==> config.mk <==
export PLATFORM = sky130hd
export DESIGN_NAME = pra_track
export DESIGN_NICKNAME = d
export VERILOG_FILES = /design/src/rtl/pra_pkg.sv /design/src/rtl/pra_track.sv
export SDC_FILE = /design/constraint.sdc
export NUM_CORES = 1
export LEC_CHECK = 0
export ABC_AREA = 1
export BUFFER_PORTS_ARGS = -buffer_cell sky130_fd_sc_hd__buf_2
export CORE_UTILIZATION = 51
export DETAILED_ROUTE_END_ITERATION = 10
export PLACE_DENSITY = 0.84
export SLEW_MARGIN = 10
export SYNTH_ARGS = -nofsm -noshare
export SYNTH_HDL_FRONTEND = slang
export SYNTH_SLANG_ARGS = --single-unit
==> constraint.sdc <==
create_clock -name clock -period 2.2 [get_ports clock]
set_input_delay 0.11 -clock clock [delete_from_list [all_inputs] [get_ports clock]]
set_output_delay 0.11 -clock clock [all_outputs]
set_load 0.03 [all_outputs]
==> src/rtl/pra_pkg.sv <==
`default_nettype none
// Shared codes and types of the page run allocator.
package pra_pkg;

   // Result status codes.
   localparam logic [1:0] ST_OK      = 2'd0;
   localparam logic [1:0] ST_NOSPACE = 2'd1;
   localparam logic [1:0] ST_UNKNOWN = 2'd2;
   localparam logic [1:0] ST_BADSIZE = 2'd3;

   // Fit policies.
   localparam logic [1:0] FIT_NEXT  = 2'd0;
   localparam logic [1:0] FIT_FIRST = 2'd1;
   localparam logic [1:0] FIT_BEST  = 2'd2;
   localparam logic [1:0] FIT_WORST = 2'd3;

   // Register indexes of the configuration port.
   localparam logic REG_FIT_MODE  = 1'b0;
   localparam logic REG_HEAP_BASE = 1'b1;

   // Operation codes.
   localparam logic OP_ALLOC = 1'b0;
   localparam logic OP_FREE  = 1'b1;

   // Control from the sequencer to the hole tracker.
   typedef struct packed {
      logic init;     // restart the run count at a new scan origin
      logic step;     // one page is presented
      logic free_pg;  // the presented page is free
   } trk_ctl_type;

endpackage
`default_nettype wire

==> src/rtl/pra_track.sv <==
`default_nettype none
// Tracks free runs over a page scan and keeps the run chosen by the fit policy.
module pra_track #(
   parameter int NUM_PAGES = 1024
) (
   input  wire                              clock,
   input  wire                              reset,
   input  wire pra_pkg::trk_ctl_type        ctl,
   input  wire [1:0]                        mode,
   input  wire [$clog2(NUM_PAGES+1)-1:0]    need,
   input  wire [$clog2(NUM_PAGES+1)-1:0]    lo,
   input  wire [$clog2(NUM_PAGES+1)-1:0]    idx,
   output logic                             found,
   output logic [$clog2(NUM_PAGES)-1:0]     first
);

   localparam int CW = $clog2(NUM_PAGES + 1);
   localparam int AW = $clog2(NUM_PAGES);

   logic [CW-1:0] cnt_ff, cnt_in;
   logic [CW-1:0] beg_ff, beg_in;
   logic [CW-1:0] best_len_ff, best_len_in;
   logic [AW-1:0] best_beg_ff, best_beg_in;
   logic          found_ff, found_in;
   logic          stop;
   logic          take;

   // Next fit and first fit settle on the first run; later pages are ignored.
   assign stop = found_ff && (mode == pra_pkg::FIT_NEXT || mode == pra_pkg::FIT_FIRST);

   always_comb begin
      cnt_in      = cnt_ff;
      beg_in      = beg_ff;
      best_len_in = best_len_ff;
      best_beg_in = best_beg_ff;
      found_in    = found_ff;
      take        = 1'b0;
      if (ctl.init) begin
         cnt_in      = '0;
         beg_in      = lo;
         best_len_in = '0;
         found_in    = 1'b0;
      end else if (ctl.step && !stop) begin
         if (mode == pra_pkg::FIT_NEXT) begin
            if (ctl.free_pg) begin
               cnt_in = cnt_ff + 1'b1;
               if (cnt_ff + 1'b1 == need) begin
                  found_in    = 1'b1;
                  best_beg_in = beg_ff[AW-1:0];
               end
            end else begin
               cnt_in = '0;
               beg_in = idx + 1'b1;
            end
         end else begin
            if (ctl.free_pg) begin
               if (cnt_ff == '0) begin
                  beg_in = idx;
               end
               cnt_in = cnt_ff + 1'b1;
            end else begin
               // A hole closes here; weigh it against the best one so far.
               if (cnt_ff >= need) begin
                  take = !found_ff
                       || (mode == pra_pkg::FIT_BEST  && cnt_ff < best_len_ff)
                       || (mode == pra_pkg::FIT_WORST && cnt_ff > best_len_ff);
               end
               if (take) begin
                  found_in    = 1'b1;
                  best_len_in = cnt_ff;
                  best_beg_in = beg_ff[AW-1:0];
               end
               cnt_in = '0;
            end
         end
      end
   end

   always_ff @(posedge clock) begin
      if (reset) begin
         found_ff <= 1'b0;
      end else begin
         found_ff <= found_in;
      end
      cnt_ff      <= cnt_in;
      beg_ff      <= beg_in;
      best_len_ff <= best_len_in;
      best_beg_ff <= best_beg_in;
   end

   assign found = found_ff;
   assign first = best_beg_ff;

endmodule
`default_nettype wire

-- After elaboration in Yosys (flattened, before gate mapping)
Index checks and enable logic that the tools add are counted.
- $lt $le $gt $ge: 3
- multiplexer cells: 22
- reductions and logical operators: 20
- equal/unequal tests: 8
- $add $sub $neg: 2
- bitwise gates (word level): 3
- operators by type and width (cell ; count):
    $mux W10 ; 11
    $add A11 B1 Y11 const B ; 1
    $eq A11 B11 Y1 ; 1
    $ge A11 B11 Y1 ; 1
    $gt A11 B11 Y1 ; 1
    $logic_not A11 Y1 ; 1
    $lt A11 B11 Y1 ; 1
    $mux W11 ; 1
    $add A10 B1 Y10 const B ; 1
    $mux W1 ; 10
    $reduce_and A4 Y1 ; 2
    $reduce_and A6 Y1 ; 1
    $reduce_bool A3 Y1 ; 2
    $reduce_and A5 Y1 ; 1
    $eq A2 B2 Y1 const B ; 2
    $logic_and A1 B1 Y1 ; 4
    $ne A2 B1 Y1 const B ; 2
    $reduce_bool A2 Y1 ; 2
    $logic_or A1 B1 Y1 ; 3
    $ne A3 B3 Y1 const B ; 1
    $not A1 Y1 ; 3
    $eq A2 B1 Y1 const B ; 1
    $logic_not A1 Y1 ; 2
    $logic_not A2 Y1 ; 1
    other kinds (2) ; 2
- input port bits: 40
- bits in registers: 43
- word-level logic and storage cells: 63

-- Longest topological paths before layout
Gate-level depths: netlist (run 1).
- depth in word-level cells: 12
- depth in mapped cells: 15

-- Worst setup path after synthesis (run 1)
Ideal clock, no wire load.
- path type: flip-flop to flip-flop
- start: register cnt_ff[0]
- end: register best_beg_ff[0], in the netlist first[0], enable pin
- slack: -0.084 ns
- data arrival time: 1.907 ns
- path buffers: 0
- data required time: 1.824 ns
- stages on the path, launching flop included: 14
- setup time: 0.376 ns
- path through: dfxtp_1 > inv_1 > ha_1 > nand2_1 > nand2_1 > nor2_1 > nand3_1 > nor2_1 > nand3_1 > nor2_1 > nand3_1 > nand2_1 > nand3_2 > nor2_1
- word-level cells in the longest chain between the ends: 11
- elaborated cells on any way between the ends: 17
- those cells by class: add/sub: 1; order compare: 3; eq/ne: 2; mux: 5; reduce/logical: 6
- ends and longest elaborated chain (element ; line ; source):
    from (decl) ; pra_track.sv:20 ; logic [CW-1:0] cnt_ff, cnt_in;
    from (signal assigned) ; pra_track.sv:85 ; cnt_ff <= cnt_in;
    $lt A11 B11 Y1 ; pra_track.sv:65 ; || (mode == pra_pkg::FIT_BEST && cnt_ff < best_len_ff)
    $logic_and A1 B1 Y1 ; pra_track.sv:65 ;
    $logic_or A1 B1 Y1 ; pra_track.sv:65 ;
    $logic_or A1 B1 Y1 ; pra_track.sv:66 ; || (mode == pra_pkg::FIT_WORST && cnt_ff > best_len_ff);
    $mux W1 ; pra_track.sv:63 ; if (cnt_ff >= need) begin
    $mux W1 ; pra_track.sv:56 ; if (ctl.free_pg) begin
    $mux W1 ; pra_track.sv:44 ; if (mode == pra_pkg::FIT_NEXT) begin
    $mux W1 ; pra_track.sv:43 ; end else if (ctl.step && !stop) begin
    $mux W1 ; pra_track.sv:38 ; if (ctl.init) begin
    $reduce_bool A2 Y1 (no line) ; n/a ;
    $reduce_and A6 Y1 (no line) * ; n/a ;
    to (signal assigned) ; pra_track.sv:88 ; best_beg_ff <= best_beg_in;
    to (decl) ; pra_track.sv:23 ; logic [AW-1:0] best_beg_ff, best_beg_in;
Every way passes the cells marked *; elsewhere a longest branch is shown, timed or not. The select of a mux whose other input is x is not followed.
A chain may end at the register's enable or synchronous reset.

-- Worst setup path in the final report (run 1)
- start: register cnt_ff[0]
- end: register best_beg_ff[6], in the netlist first[6], enable pin
Same word-level chain as after synthesis.

==> flow_summary_export.csv, run 1 <==
group,metric,value,unit
outcome,status,"complete, but fails checks",
outcome,violations,"negative setup slack",
grt,grt-ovfl-total,0,
logic_synthesis,synth.top_cells.by_count,"nand2_1 (91), inv_1 (57), a21oi_1 (36)",
logic_synthesis,ys_types,30,
power,p_per_area,473,nW/um^2
clock_network,htree_num_levels,2,
flow_run,maxCapViolCount,0,
logic_synthesis,synth_top_area_share,21.3,%
drt,routed_wl,6900,um
grt,grt_max_degree,27,
logic_synthesis,syn_area_per_cell,7.33,um^2
timing,fin_worst_skew,0.00407,ns
finish,final-seq-area,1090,um^2
logic_synthesis,synth_top_family_by_area,"simple AND/OR/NAND/NOR gates",
drt,drt_iter0_markers,184,
clock_network,cts_tree,"yes",
logic_synthesis,synth_simple_gate_area_share,27.3,%
floorplan,die-area,5830,um^2
worst_setup_path,ff2ff_path_depth,14,
power,irDropWorstVdd,326,uV
floorplan,rows,26,
finish,stdcell_count,524,
worst_setup_path,worstSetupPathType,"reg -> reg",
timing,timing.hold.ws,0.0434,ns
logic_synthesis,synth_area_leader_cell,"edfxtp_1",
finish,antenna_cells,0,
power,leakage,1.63,nW
place,post-place-ws,-0.0562,ns
clock_network,cts_buffer_depth,2,
worst_setup_path,end_kind,"flop",
logic_synthesis,synth-compound-area-share,13.0,%
floorplan,die_y,76.4,um
floorplan,initial_utilization,54.2,%
floorplan,core,5200,um^2
clock_network,root_buffer,"clkbuf_8",
logic_synthesis,ys.flop_type,"dfxtp_1",
grt,antenna_found_initial,0,
hold_path,hold_path_depth,3,
timing,setup_viol,5,
logic_synthesis,synthMuxAreaShare,0,%
worst_setup_path,r2r_start,"cnt_ff[0]",
drt,avgRoutedWirePerCell,13.2,um
place,dp_hpwl,5080,um
worst_setup_path,start_kind,"flop",
finish,layout-drive-gt1-share,30.0,%
finish,multi_input_area,1660,um^2
timing,final-max-slew-violation-count,0,
logic_synthesis,syn_nets,450,
logic_synthesis,synth_fa_ha_area_share,11.1,%
grt,grt_first_pass_wirelength,11300,um
worst_setup_path,crit_fanout,7,
logic_synthesis,syn-instance-count,385,
timing,hold_violations,0,
logic_synthesis,synth_most_common_cell,"nand2_1",
floorplan,die_w,76.4,um
timing,finalCritPeriodShare,100,%
logic_synthesis,synth_edf_count,20,
clock_network,insertion_delay,0.29,ns
logic_synthesis,synth-xor-area-share,1.73,%
clock_network,cts_num_sinks,43,
logic_synthesis,yosys-top-cells-area,"edfxtp_1 (21%), dfxtp_1 (16%), nand2_1 (12%), ha_1 (11%), inv_1 (7.6%)",
timing,postLayoutSetupSlackWorst,-0.00607,ns
drt,routed-via-count,2757,
hold_path,hold_class,"in -> reg",
place,port_buffers,48,
logic_synthesis,ys_warn_count,0,
timing,finalCriticalPeriod,2.21,ns
worst_setup_path,r2r_setup_slack,-0.006,ns
drt,via_per_inst,5.26,
worst_setup_path,cp.required,2.22,ns
drt,drtAntennaViolNets,0,
grt,grt_pass1_vias,2594,
worst_setup_path,r2r-end,"first[6]",
logic_synthesis,ys_seq_area_share,37.6,%
hold_path,hold_path_end,"found",
drt,firstDrtPassIters,5,
finish,nFillCells,422,
logic_synthesis,async_flop_share,0,%
place,placed_cells_incl_taps,511,
finish,area_growth,28.3,%
hold_path,hold_start,"reset",
place,gp_congestion,0.942,
power,p_total,1.71,mW
timing,worst_slew_pin_slew,0.501,ns
drt,drc_errors,0,
timing,slew_headroom,66.6,%
floorplan,io_pins,51,
worst_setup_path,crit_arrival,2.22,ns
finish,fin_nets,518,
grt,grt_usage,24.1,%
clock_network,clk_pin_slew,0.09,ns
clock_network,cts_buffers,5,
logic_synthesis,syn_area,2820,um^2
timing,fin_tns_setup,-0.0300,ns
timing,fmax,453,MHz
logic_synthesis,ys_ff_latch,43,
timing,rsz0062_at_grt,"yes",
## power by group
group | switching, mW | total (mW) | internal, mW
Clock | 0.276 | 0.614 | 0.338
Combinational | 0.133 | 0.226 | 0.0926
Sequential | 0.0104 | 0.870 | 0.860
Total | 0.420 | 1.71 | 1.29
## worst max-delay path, stage by stage (launching register included)
cell and delay [ns]:
dfxtp_4 0.40, ha_4 0.16, nand2_4 0.08, nor2_4 0.18, nand3_2 0.11, nand2_2 0.08
nand2_1 0.07, nand2_1 0.06, nand2_1 0.05, nor2_2 0.10, nand3_1 0.12, nand2_1 0.09
nand3_2 0.10, nor2_4 0.17, clkbuf_16 0.17
## cell families (layout without fill, tap and decap cells)
logic type               after synthesis  count (layout)
adder cells (fa/ha/maj)               25              25
AND/OR/NAND/NOR                      174             174
AO/OA/AOI/OAI                         71              71
flip-flops                            43              43
XOR/XNOR                               4               4
buffers and inverters                 68             137
## cell usage in the layout, fill, tap and decap left out, drive strengths merged
cell,Yosys,layout
clkinv,0,2
inv,58,58
a21oi,37,37
xor2,2,2
nand2,93,93
nor2,34,34
dfxtp,23,23
bufinv,0,1
a31oi,1,1
xnor3,1,1
o31ai,1,1
nor3,3,3
o21ai,31,31
clkbuf,6,6
nand4,8,8
nand3,34,34
a21o,1,1
or2,1,1
buf,4,70
xnor2,1,1
edfxtp,20,20
ha,25,25
nor4,1,1
## cell type report
type,instances,area share [%]
Multi-Input combinational cell,274,45.9
Sequential cell,43,30.2
Timing Repair Buffer,71,12.2
Inverter,58,6.15
Tap cell,70,2.42
Clock buffer,5,1.90
Clock inverter,3,1.21
## metal layers
layer	part of all wire, %	track usage (%)	routed length [um]
met3	5.4	4.07	371
met2	50	40.4	3420
met1	44	32.2	3060
met4	0.64	6.15	44
met5	0	0	0
## worst max path at each step
stage                          start       end  slack (ns)  cells after the start
after floorplan            cnt_ff[0]  first[0]        0.09                     13
after global placement     cnt_ff[0]  first[8]        0.04                     14
after detailed placement   cnt_ff[0]  first[8]       -0.06                     14
after CTS                  cnt_ff[1]  first[1]       0.009                     14
after global routing      cnt_ff[10]  first[5]       -0.14                     10
final                      cnt_ff[0]  first[6]      -0.006                     14
## through the flow
step	utilization, %	cell area (um^2)
floorplan	-	2820
global placement	62.5	3250
detailed placement	62.5	3250
CTS	64.7	3370
global route	69.5	3620
finish	69.5	3620
## state kept, by name, indices dropped and copies added (netlist names)
name / cells
beg_ff: 10
cnt_ff: 11
found: 1
best_len_ff: 11
first: 10
## repair_timing
| action | CTS | global route |
|---|---|---|
| hold buffers | 0 | 0 |
| endpoints found under the setup margin | 10 | 21 |
| gates cloned | 0 | 1 |
| pin swaps | 0 | 7 |
| gates resized for setup | 4 | 56 |
| buffers inserted | 0 | 4 |
No activity file was read; power rests on OpenSTA's default activity.
==> run 2, diff against run 1 <==
--- a/config.mk
+++ b/config.mk
@@ -7,9 +7,12 @@
 export LEC_CHECK = 0
 export ABC_AREA = 1
 export BUFFER_PORTS_ARGS = -buffer_cell sky130_fd_sc_hd__buf_2
+export CAP_MARGIN = 20
+export CORE_MARGIN = 3
 export CORE_UTILIZATION = 51
 export DETAILED_ROUTE_END_ITERATION = 10
 export PLACE_DENSITY = 0.84
+export SETUP_SLACK_MARGIN = 0.02
 export SLEW_MARGIN = 10
 export SYNTH_ARGS = -nofsm -noshare
 export SYNTH_HDL_FRONTEND = slang
==> run 2 against run 1 <==
Net effect: the run now ends clean; sequential share of layout area grew 0.24 points; setup slack gained 0.037 ns; largest cell class unchanged; largest power group unchanged; global-route usage shrank 2.1 points; routed wire length grew 4.1%; cell count shrank 0.57%; non-clock buffer count shrank 3; first-iteration DRC count grew 61%; clock power grew 19%; maximum frequency grew 1.7%; via count grew 1.2%.
==> flow_summary_export.csv, run 2 (synthesis gave the netlist of run 1 again) <==
group,metric,value,unit
place,dp_hpwl,5390,um
finish,area_growth,26.2,%
clock_network,htree_num_levels,2,
drt,via_per_inst,5.36,
worst_setup_path,crit_arrival,2.19,ns
clock_network,cts_buffer_depth,2,
hold_path,hold_class,"in -> reg",
finish,antenna_cells,0,
worst_setup_path,end_kind,"flop",
drt,drc_errors,0,
worst_setup_path,start_kind,"flop",
grt,grtUsageMet3,3.36,%
timing,final-max-slew-violation-count,0,
clock_network,root_buffer,"clkbuf_8",
clock_network,cts_hold_buf,0,
floorplan,initial_utilization,53.8,%
clock_network,cts_num_sinks,43,
floorplan,core,5240,um^2
timing,fin_worst_skew,0.00926,ns
worst_setup_path,cp.required,2.22,ns
worst_setup_path,worstSetupPathType,"reg -> reg",
clock_network,clk_pin_slew,0.08,ns
grt,grt-ovfl-total,0,
drt,avgRoutedWirePerCell,13.8,um
timing,rsz0062_at_grt,"yes",
timing,fin_tns_setup,0,ns
drt,drtAntennaViolNets,0,
floorplan,rows,26,
floorplan,die_y,80.4,um
floorplan,die-area,6460,um^2
grt,grt_pass1_vias,2503,
drt,drt_iter0_markers,296,
timing,finalCriticalPeriod,2.17,ns
floorplan,io_pins,51,
hold_path,hold_path_depth,3,
clock_network,cts_tree,"yes",
finish,fin_nets,515,
grt,antenna_found_initial,0,
finish,final_cell_mix,"nand2_1 (91), inv_1 (54), buf_2 (48), a21oi_1 (36), nand3_1 (30)",
grt,grt_first_pass_wirelength,11100,um
grt,grt.busiest_layer,"met2",
flow_run,maxCapViolCount,0,
clock_network,cts_buffers,5,
power,p_per_area,511,nW/um^2
grt,grt_util_met1,28.3,%
timing,hold_violations,0,
timing,finalCritPeriodShare,98.6,%
finish,final_core_util,67.9,%
finish,reg.largest.list,"best_len_ff x11, cnt_ff x11",
outcome,status,"complete, no violations",
timing,worst_slew_pin_slew,0.524,ns
power,leakage,1.61,nW
clock_network,insertion_delay,0.30,ns
timing,slew_headroom,65.1,%
timing,setup_viol,0,
worst_setup_path,ff2ff_path_depth,13,
place,gp_congestion,0.919,
grt,globalRouteMet2Util,37.8,%
finish,fin_area,3560,um^2
grt,grt_max_degree,27,
grt,grt_usage,22.0,%
drt,routed_wl,7180,um
finish,layout-drive-gt1-share,25.9,%
timing,fmax,461,MHz
drt,firstDrtPassIters,5,
drt,routed-via-count,2790,
place,placed_area,3260,um^2
finish,final_common_cell,"nand2_1",
worst_setup_path,crit_fanout,10,
power,irDropWorstVdd,410,uV
place,port_buffers,48,
floorplan,die_w,80.4,um
## run 2: cell types whose count changed in the layout (fill, tap and decap cells not counted), sizes merged
| cell | previous run | this run |
|---|---|---|
| buf | 70 | 68 |
| bufinv | 1 | 2 |
| clkinv | 2 | 0 |
## run 2: worst max-delay path, stage by stage (launching register included)
cell	delay (ns)
dfxtp_4	0.39
buf_4	0.14
ha_1	0.32
nand3_2	0.11
nor2_2	0.13
nand2_1	0.08
nand3_1	0.07
nand2_1	0.06
nand3_2	0.07
nand2_1	0.06
nand2_1	0.08
nand3_2	0.12
nor2_4	0.12
buf_12	0.14
## run 2: final cells by class
type / instances / area [um^2]
clock buffers: 6 / 72.6
clock inverters: 2 / 60.1
fillers: 400 / 1680
inverters: 58 / 220
multi-input cells: 274 / 1630
flip-flops and latches: 43 / 1080
well taps: 70 / 87.6
repair buffers: 68 / 407
## run 2: where the power goes
part / total, mW / leakage [nW] / internal [mW] / switching, mW
sequential: 0.873 / 0.383 / 0.863 / 0.00925
clock: 0.728 / 0.0654 / 0.454 / 0.274
combinational: 0.219 / 1.16 / 0.0881 / 0.130
total: 1.82 / 1.61 / 1.41 / 0.414
## run 2: per-stage QoR
stage / worst slack, ns / std cells / hold slack [ns] / power, mW
after detailed placement: -0.0342 / 512 / 0.362 / 1.09
after floorplan: 0.0896 / 385 / 0.271 / 1.01
after global placement: 0.0404 / 512 / 0.351 / 1.09
final: 0.0309 / 521 / 0.0373 / 1.82
after CTS: 0.0269 / 520 / 0.0423 / 1.81
after global routing: -0.0649 / 521 / 0.0594 / 1.88
## run 2: what timing repair did
item	CTS	global route
pin swaps	3	4
gates resized for setup	10	28
setup endpoints to repair	10	18
buffers inserted	0	1
## run 2: final timing paths
path / end / slack, ns / startpoint
setup / recovery: first[7] / 0.03 / cnt_ff[3]
hold / removal: found / 0.04 / reset
setup reg to reg: first[7] / 0.03 / cnt_ff[3]
hold reg to reg: first[8] / 0.42 / beg_ff[8]
## run 2: metal layers
layer,wire length [um],vias to the layer above
met2,3610,104
met5,0,-
met1,3040,1264
met3,432,15
li1,-,1407
met4,95,0
